## src/hw/rtl/phs_pkg.sv

```systemverilog
// shared types and constants of the polygon half-plane split unit
`timescale 1ns / 1ps

package phs_pkg;

    localparam int COORD_BITS = 32;
    localparam int FRAC_BITS  = 16;
    localparam int SIDE_W     = 2 * COORD_BITS + 2;
    localparam int LO_W       = SIDE_W / 2;
    localparam int MULB_W     = LO_W + 1;
    localparam int PROD_W     = COORD_BITS + MULB_W;
    localparam int DIFF_W     = SIDE_W + 1;
    localparam int ACC_W      = COORD_BITS + SIDE_W + 2;
    localparam int REM_W      = ACC_W + 1;
    localparam int QUO_BITS   = COORD_BITS + 1;
    localparam int STEP_W     = 6;
    localparam int HELD_DEPTH = 3;
    localparam int HELD_IDX_W = 2;
    localparam int CFG_IDX_W  = 2;

    typedef enum logic [CFG_IDX_W-1:0] {
        CFG_LINE_OFFSET  = 2'd0,
        CFG_OFFSET_SHIFT = 2'd1,
        CFG_COEF_ON_Z    = 2'd2,
        CFG_COEF_ON_Y    = 2'd3
    } cfg_idx_t;

    typedef enum logic [3:0] {
        ST_IDLE,
        ST_SIDE,
        ST_DECIDE,
        ST_CR_MUL,
        ST_CR_DIV,
        ST_AFTER_CROSS,
        ST_PUSH_CUR,
        ST_EMIT_HELD,
        ST_EMIT_CROSS,
        ST_EMIT_CUR,
        ST_EMIT_CLOSE,
        ST_FINISH
    } state_t;

    typedef enum logic [2:0] {
        MS_CY_VY,
        MS_CZ_VZ,
        MS_C_PLO,
        MS_C_PHI,
        MS_P_CLO,
        MS_P_CHI
    } mul_sel_t;

    typedef enum logic [1:0] {
        ES_HELD,
        ES_CROSS,
        ES_CUR
    } emit_src_t;

    typedef struct packed {
        logic                  load_in;
        logic                  mul_en;
        mul_sel_t              mul_sel;
        logic                  acc_clr;
        logic                  acc_init_l;
        logic                  acc_en;
        logic                  latch_side;
        logic                  set_start;
        logic                  commit_last;
        logic                  edge_close;
        logic                  coord_z;
        logic                  div_init;
        logic                  div_step;
        logic                  div_store;
        logic                  held_wr;
        logic                  held_wr_cross;
        logic [HELD_IDX_W-1:0] held_idx;
        logic                  emit;
        emit_src_t             emit_src;
        logic                  run_end;
        logic                  poly_done;
    } cmd_t;

    typedef struct packed {
        logic cross_in;
        logic cross_close;
        logic fin;
        logic out_free;
    } status_t;

endpackage

```

## src/hw/rtl/phs_ctrl.sv

```systemverilog
// controller: sequences side value, crossing solves, held items and emission
`timescale 1ns / 1ps

module phs_ctrl (
    input  logic              aclk,
    input  logic              aresetn,
    input  logic              s_valid,
    output logic              s_ready,
    input  phs_pkg::status_t  status,
    output phs_pkg::cmd_t     cmd
);

    localparam int SW_ = phs_pkg::STEP_W;
    localparam logic [SW_-1:0] DIV_LAST = SW_'(phs_pkg::QUO_BITS + 1);

    phs_pkg::state_t state_reg, state_next;
    logic [SW_-1:0]  step_reg, step_next;
    logic [phs_pkg::HELD_IDX_W-1:0] held_n_reg, held_n_next, idx_reg, idx_next;
    logic [1:0] seen_reg, seen_next;
    logic crossed_reg, crossed_next, edge_reg, edge_next, coordz_reg, coordz_next;
    logic close_needed;

    always_ff @(posedge aclk) begin
        if (!aresetn) begin
            state_reg   <= phs_pkg::ST_IDLE;
            step_reg    <= '0;
            held_n_reg  <= '0;
            idx_reg     <= '0;
            seen_reg    <= '0;
            crossed_reg <= 1'b0;
            edge_reg    <= 1'b0;
            coordz_reg  <= 1'b0;
        end else begin
            state_reg   <= state_next;
            step_reg    <= step_next;
            held_n_reg  <= held_n_next;
            idx_reg     <= idx_next;
            seen_reg    <= seen_next;
            crossed_reg <= crossed_next;
            edge_reg    <= edge_next;
            coordz_reg  <= coordz_next;
        end
    end

    assign close_needed = status.fin && status.cross_close;

    always_comb begin
        state_next   = state_reg;
        step_next    = step_reg;
        held_n_next  = held_n_reg;
        idx_next     = idx_reg;
        seen_next    = seen_reg;
        crossed_next = crossed_reg;
        edge_next    = edge_reg;
        coordz_next  = coordz_reg;
        cmd          = '0;
        cmd.edge_close = edge_reg;
        cmd.coord_z    = coordz_reg;
        s_ready      = 1'b0;

        case (state_reg)
            phs_pkg::ST_IDLE: begin
                s_ready = 1'b1;
                if (s_valid) begin
                    cmd.load_in    = 1'b1;
                    cmd.acc_init_l = 1'b1;
                    step_next      = '0;
                    state_next     = phs_pkg::ST_SIDE;
                end
            end
            phs_pkg::ST_SIDE: begin
                step_next = step_reg + SW_'(1);
                case (step_reg)
                    SW_'(0): begin
                        cmd.mul_en  = 1'b1;
                        cmd.mul_sel = phs_pkg::MS_CY_VY;
                    end
                    SW_'(1): begin
                        cmd.mul_en  = 1'b1;
                        cmd.mul_sel = phs_pkg::MS_CZ_VZ;
                        cmd.acc_en  = 1'b1;
                    end
                    SW_'(2): cmd.acc_en = 1'b1;
                    default: begin
                        cmd.latch_side = 1'b1;
                        state_next     = phs_pkg::ST_DECIDE;
                    end
                endcase
            end
            phs_pkg::ST_DECIDE: begin
                cmd.set_start = (seen_reg == 2'd0);
                if (seen_reg < 2'd2 && status.fin) begin
                    // short polygon: drop everything
                    seen_next   = '0;
                    held_n_next = '0;
                    state_next  = phs_pkg::ST_FINISH;
                end else if (seen_reg != 2'd0 && status.cross_in) begin
                    crossed_next = 1'b1;
                    edge_next    = 1'b0;
                    coordz_next  = 1'b0;
                    step_next    = '0;
                    state_next   = phs_pkg::ST_CR_MUL;
                end else begin
                    crossed_next = 1'b0;
                    state_next   = phs_pkg::ST_AFTER_CROSS;
                end
            end
            phs_pkg::ST_CR_MUL: begin
                // numerator c*ps - p*cs, side values in two halves
                step_next = step_reg + SW_'(1);
                case (step_reg)
                    SW_'(0): begin
                        cmd.acc_clr = 1'b1;
                        cmd.mul_en  = 1'b1;
                        cmd.mul_sel = phs_pkg::MS_C_PLO;
                    end
                    SW_'(1): begin
                        cmd.mul_en  = 1'b1;
                        cmd.mul_sel = phs_pkg::MS_C_PHI;
                        cmd.acc_en  = 1'b1;
                    end
                    SW_'(2): begin
                        cmd.mul_en  = 1'b1;
                        cmd.mul_sel = phs_pkg::MS_P_CLO;
                        cmd.acc_en  = 1'b1;
                    end
                    SW_'(3): begin
                        cmd.mul_en  = 1'b1;
                        cmd.mul_sel = phs_pkg::MS_P_CHI;
                        cmd.acc_en  = 1'b1;
                    end
                    default: begin
                        cmd.acc_en = 1'b1;
                        step_next  = '0;
                        state_next = phs_pkg::ST_CR_DIV;
                    end
                endcase
            end
            phs_pkg::ST_CR_DIV: begin
                step_next = step_reg + SW_'(1);
                if (step_reg == '0) begin
                    cmd.div_init = 1'b1;
                end else if (step_reg != DIV_LAST) begin
                    cmd.div_step = 1'b1;
                end else begin
                    cmd.div_store = 1'b1;
                    step_next     = '0;
                    if (!coordz_reg) begin
                        coordz_next = 1'b1;
                        state_next  = phs_pkg::ST_CR_MUL;
                    end else if (edge_reg) begin
                        state_next = phs_pkg::ST_EMIT_CLOSE;
                    end else begin
                        state_next = phs_pkg::ST_AFTER_CROSS;
                    end
                end
            end
            phs_pkg::ST_AFTER_CROSS: begin
                if (seen_reg < 2'd2) begin
                    if (crossed_reg) begin
                        cmd.held_wr       = 1'b1;
                        cmd.held_wr_cross = 1'b1;
                        cmd.held_idx      = held_n_reg;
                        held_n_next       = held_n_reg + 2'd1;
                    end
                    state_next = phs_pkg::ST_PUSH_CUR;
                end else begin
                    idx_next   = '0;
                    state_next = phs_pkg::ST_EMIT_HELD;
                end
            end
            phs_pkg::ST_PUSH_CUR: begin
                cmd.held_wr  = 1'b1;
                cmd.held_idx = held_n_reg;
                held_n_next  = held_n_reg + 2'd1;
                seen_next    = seen_reg + 2'd1;
                state_next   = phs_pkg::ST_FINISH;
            end
            phs_pkg::ST_EMIT_HELD: begin
                cmd.held_idx = idx_reg;
                if (idx_reg == held_n_reg) begin
                    state_next = crossed_reg ? phs_pkg::ST_EMIT_CROSS : phs_pkg::ST_EMIT_CUR;
                end else if (status.out_free) begin
                    cmd.emit     = 1'b1;
                    cmd.emit_src = phs_pkg::ES_HELD;
                    idx_next     = idx_reg + 2'd1;
                end
            end
            phs_pkg::ST_EMIT_CROSS: begin
                if (status.out_free) begin
                    cmd.emit     = 1'b1;
                    cmd.emit_src = phs_pkg::ES_CROSS;
                    state_next   = phs_pkg::ST_EMIT_CUR;
                end
            end
            phs_pkg::ST_EMIT_CUR: begin
                if (status.out_free) begin
                    cmd.emit      = 1'b1;
                    cmd.emit_src  = phs_pkg::ES_CUR;
                    cmd.run_end   = !close_needed;
                    cmd.poly_done = status.fin && !close_needed;
                    if (close_needed) begin
                        // closing edge back to the first vertex
                        edge_next   = 1'b1;
                        coordz_next = 1'b0;
                        step_next   = '0;
                        state_next  = phs_pkg::ST_CR_MUL;
                    end else begin
                        held_n_next = '0;
                        seen_next   = status.fin ? 2'd0 : 2'd3;
                        state_next  = phs_pkg::ST_FINISH;
                    end
                end
            end
            phs_pkg::ST_EMIT_CLOSE: begin
                if (status.out_free) begin
                    cmd.emit      = 1'b1;
                    cmd.emit_src  = phs_pkg::ES_CROSS;
                    cmd.run_end   = 1'b1;
                    cmd.poly_done = 1'b1;
                    held_n_next   = '0;
                    seen_next     = 2'd0;
                    state_next    = phs_pkg::ST_FINISH;
                end
            end
            phs_pkg::ST_FINISH: begin
                cmd.commit_last = 1'b1;
                edge_next       = 1'b0;
                state_next      = phs_pkg::ST_IDLE;
            end
            default: state_next = phs_pkg::ST_IDLE;
        endcase
    end

endmodule

```

## config.mk

```make
export PLATFORM = sky130hd
export DESIGN_NAME = phs_ctrl
export DESIGN_NICKNAME = d
export VERILOG_FILES = /design/src/hw/rtl/phs_pkg.sv /design/src/hw/rtl/phs_ctrl.sv
export SDC_FILE = /design/constraint.sdc
export NUM_CORES = 1
export LEC_CHECK = 0
export ABC_AREA = 1
export BUFFER_PORTS_ARGS = -buffer_cell sky130_fd_sc_hd__buf_2
export CAP_MARGIN = 5
export CELL_PAD_IN_SITES_DETAIL_PLACEMENT = 1
export CELL_PAD_IN_SITES_GLOBAL_PLACEMENT = 1
export CORE_MARGIN = 3
export CORE_UTILIZATION = 41
export CTS_BUF_LIST = sky130_fd_sc_hd__clkbuf_4
export DETAILED_ROUTE_END_ITERATION = 10
export PLACE_DENSITY = 0.95
export SLEW_MARGIN = 20
export SYNTH_ARGS = -nofsm -noshare
export SYNTH_HDL_FRONTEND = slang
export SYNTH_SLANG_ARGS = --single-unit
export TNS_END_PERCENT = 100
```

## constraint.sdc

```tcl
create_clock -name aclk -period 3.1 [get_ports aclk]
set_input_delay 0.465 -clock aclk [delete_from_list [all_inputs] [get_ports aclk]]
set_output_delay 0.465 -clock aclk [all_outputs]
set_load 0.05 [all_outputs]
```

==> flow_metrics.tcl <==
set metrics [dict create \
    fmax_ghz 0.419 \
    clk_pin_slew_ps 130 \
    grt_max_degree 15 \
    synth_xor_area_share_pct 2.71 \
    synth_compound_area_share_pct 14.5 \
    cts_buffers 3 \
    syn_avg_cell_area_um2 5.90 \
    gp_congestion 0.927 \
    initialDrtViolationCount 117 \
    wl_per_cell_um 14.4 \
    synth_nets 286 \
    antenna_found_initial 0 \
    critPathLaunch "state_reg[3]" \
    antenna_cells 0 \
    cts_setup_buffers 0 \
    fillCellCount 555 \
    die_h_um 68.8 \
    hold_path_class "reg2reg" \
    yosys.area_share.simple_pct 42.5 \
    maxSlewViolCount 0 \
    cts_tree "done" \
    start_util_pct 43.5 \
    h-tree-depth 1 \
    rsz0062_at_grt "false" \
    dieWidth_um 68.8 \
    maxSlewHeadroom_pct 77.5 \
    grt_overflow 0 \
    ios 33 \
    post_route_cells_drive_above_1_share_pct 19.6 \
    synthCells 274 \
    fin_crit_sh_pct 77.0 \
    critPathArrivalTime_ps 1920 \
    holdBufCountCts 0 \
    cp-start-kind "flip-flop" \
    tightest_slew_ps 336 \
    synthAdderAreaFrac_pct 3.87 \
    final_common_cell "nand2_1" \
    synth_area_um2 1620 \
    clockRootBuffer "clkbuf_4" \
    grt_pass1_vias 1790 \
    fin_crit_ps 2390 \
    std_cell_rows 22 \
    place_hpwl_um 4290 \
    maxCapViolations 0 \
    p_leak_nw 0.972 \
    postRouteAntennaNets 0 \
    ys_types 29 \
    final_util_pct 49.4 \
    status "finished, final reports clean" \
    area_growth_pct 13.6 \
    synth_top_area_cell "dfxtp_1" \
    port_buffers 32 \
    synth.area.top_cells "dfxtp_1 24%, nand2_1 13%, nor2_1 11%, inv_1 10%, nand3_1 6.8%" \
    hp-start "held_n_reg[1]" \
    routed_via_density 5.19 \
    synth_top_area_share_pct 23.5 \
    clockBufferDepth 2 \
    synth_top_family_by_area "simple AND/OR/NAND/NOR gates" \
    largest_reg_flops 6 \
    crit_fanout 5 \
    clk_latency_ps 320 \
    nets 319 \
    setup_viol 0 \
    post_cts_resized 0 \
    p_total_mw 1.66 \
    vdd_drop_max_mv 0.420 \
    setup_tns_ps 0 \
    fin_skew_ps 10.4 \
    core_um2 3720 \
    critPathRequiredTime_ps 2630 \
    yosysSeqAreaShare_pct 23.5 \
    layout_common_cells "56 x nand2_1, 48 x nor2_1, 45 x inv_1, 32 x buf_2, 22 x nand3_1" \
    synth_mux_area_share_pct 0 \
    die_area_um2 4730 \
    critPathKind "reg2out" \
    drt_first_pass_iters 4 \
    power_density_nw_per_um2 905 \
    dr_total_vias 1837 \
    drc_errors 0 \
    grt_pass1_wl_um 8470 \
    clkSinkCount 19 \
    whs_ps 504 \
    routed_wl_um 5090 \
    ys_ff_latch 19 \
    timing.rr.start "step_reg[0]" \
    ys_warn_count 0 \
    critPathCaptureType "primary output" \
    finalHoldViolations 0 \
    grt_usage_pct 23.7 \
]
==> power by group <==
part	total, mW	switching [mW]	internal, mW
combinational	1.15	0.839	0.312
clock	0.139	0.0907	0.0483
sequential	0.371	0.0678	0.303
total	1.66	0.997	0.664
==> synthesized netlist by cell type (all sizes together) <==
| cell | count |
|---|---|
| nand3b | 1 |
| xnor2 | 1 |
| nand4 | 5 |
| a21oi | 11 |
| a31oi | 2 |
| buf | 4 |
| o21bai | 1 |
| xor2 | 4 |
| inv | 48 |
| nor3 | 1 |
| o41ai | 1 |
| nand3 | 23 |
| ha | 5 |
| o21ai | 18 |
| nand2 | 66 |
| nor2 | 56 |
| o31ai | 1 |
| dfxtp | 19 |
| o22ai | 6 |
| o211ai | 1 |
==> final timing paths <==
path	endpoint	slack [ps]	depth (start not counted)
worst min register to register	held_n_reg[1]	500	2
worst max register to register	state_reg[3]	1270	11
worst min-delay path	held_n_reg[1]	500	2
worst max-delay path	cmd[6]	710	8
==> cells by family (layout without fill, tap and decap cells) <==
| family | count (synthesis) | in the layout |
|---|---|---|
| AOI/OAI and AO/OA | 41 | 41 |
| and+or+nand+nor | 152 | 152 |
| DFF | 19 | 19 |
| buffers and inverters | 52 | 84 |
| xor gates and xnor gates | 5 | 5 |
| adders and majority gates | 5 | 5 |
==> layer usage <==
| layer | GRT usage [%] | wire length (µm) | vias up |
|---|---|---|---|
| li1 | - | - | 931 |
| met1 | 32.6 | 2350 | 842 |
| met2 | 38.6 | 2320 | 53 |
| met3 | 2.59 | 316 | 11 |
| met4 | 7.79 | 102 | 0 |
| met5 | 0 | 0 | - |
==> per-stage QoR <==
step / instances / area, µm² / worst slack, ps
2_1_floorplan: 274 / 1620 / 184
5_1_grt: 354 / 1840 / 527
3_5_place_dp: 350 / 1810 / 1100
4_1_cts: 354 / 1840 / 744
3_3_place_gp: 350 / 1810 / 1180
6_report: 354 / 1840 / 713
==> area by class of cell <==
type / instances / area [µm²] / area share [%]
clock buffers: 3 / 22.5 / 1.23
clock inverters: 1 / 5.00 / 0.273
inverters: 48 / 180 / 9.82
multi-input cells: 203 / 1030 / 56.0
flip-flops and latches: 19 / 380 / 20.7
well taps: 48 / 60.1 / 3.27
repair buffers: 32 / 160 / 8.73
==> worst max-delay path: stages (launching register included) <==
cell and delay, ps:
dfxtp_1 370, inv_1 130, nand2_2 130, nor2_1 170, nand2_1 120, o21ai_1 210
inv_1 90, o22ai_1 110, buf_2 280
Power figures use the tool's default switching activity.
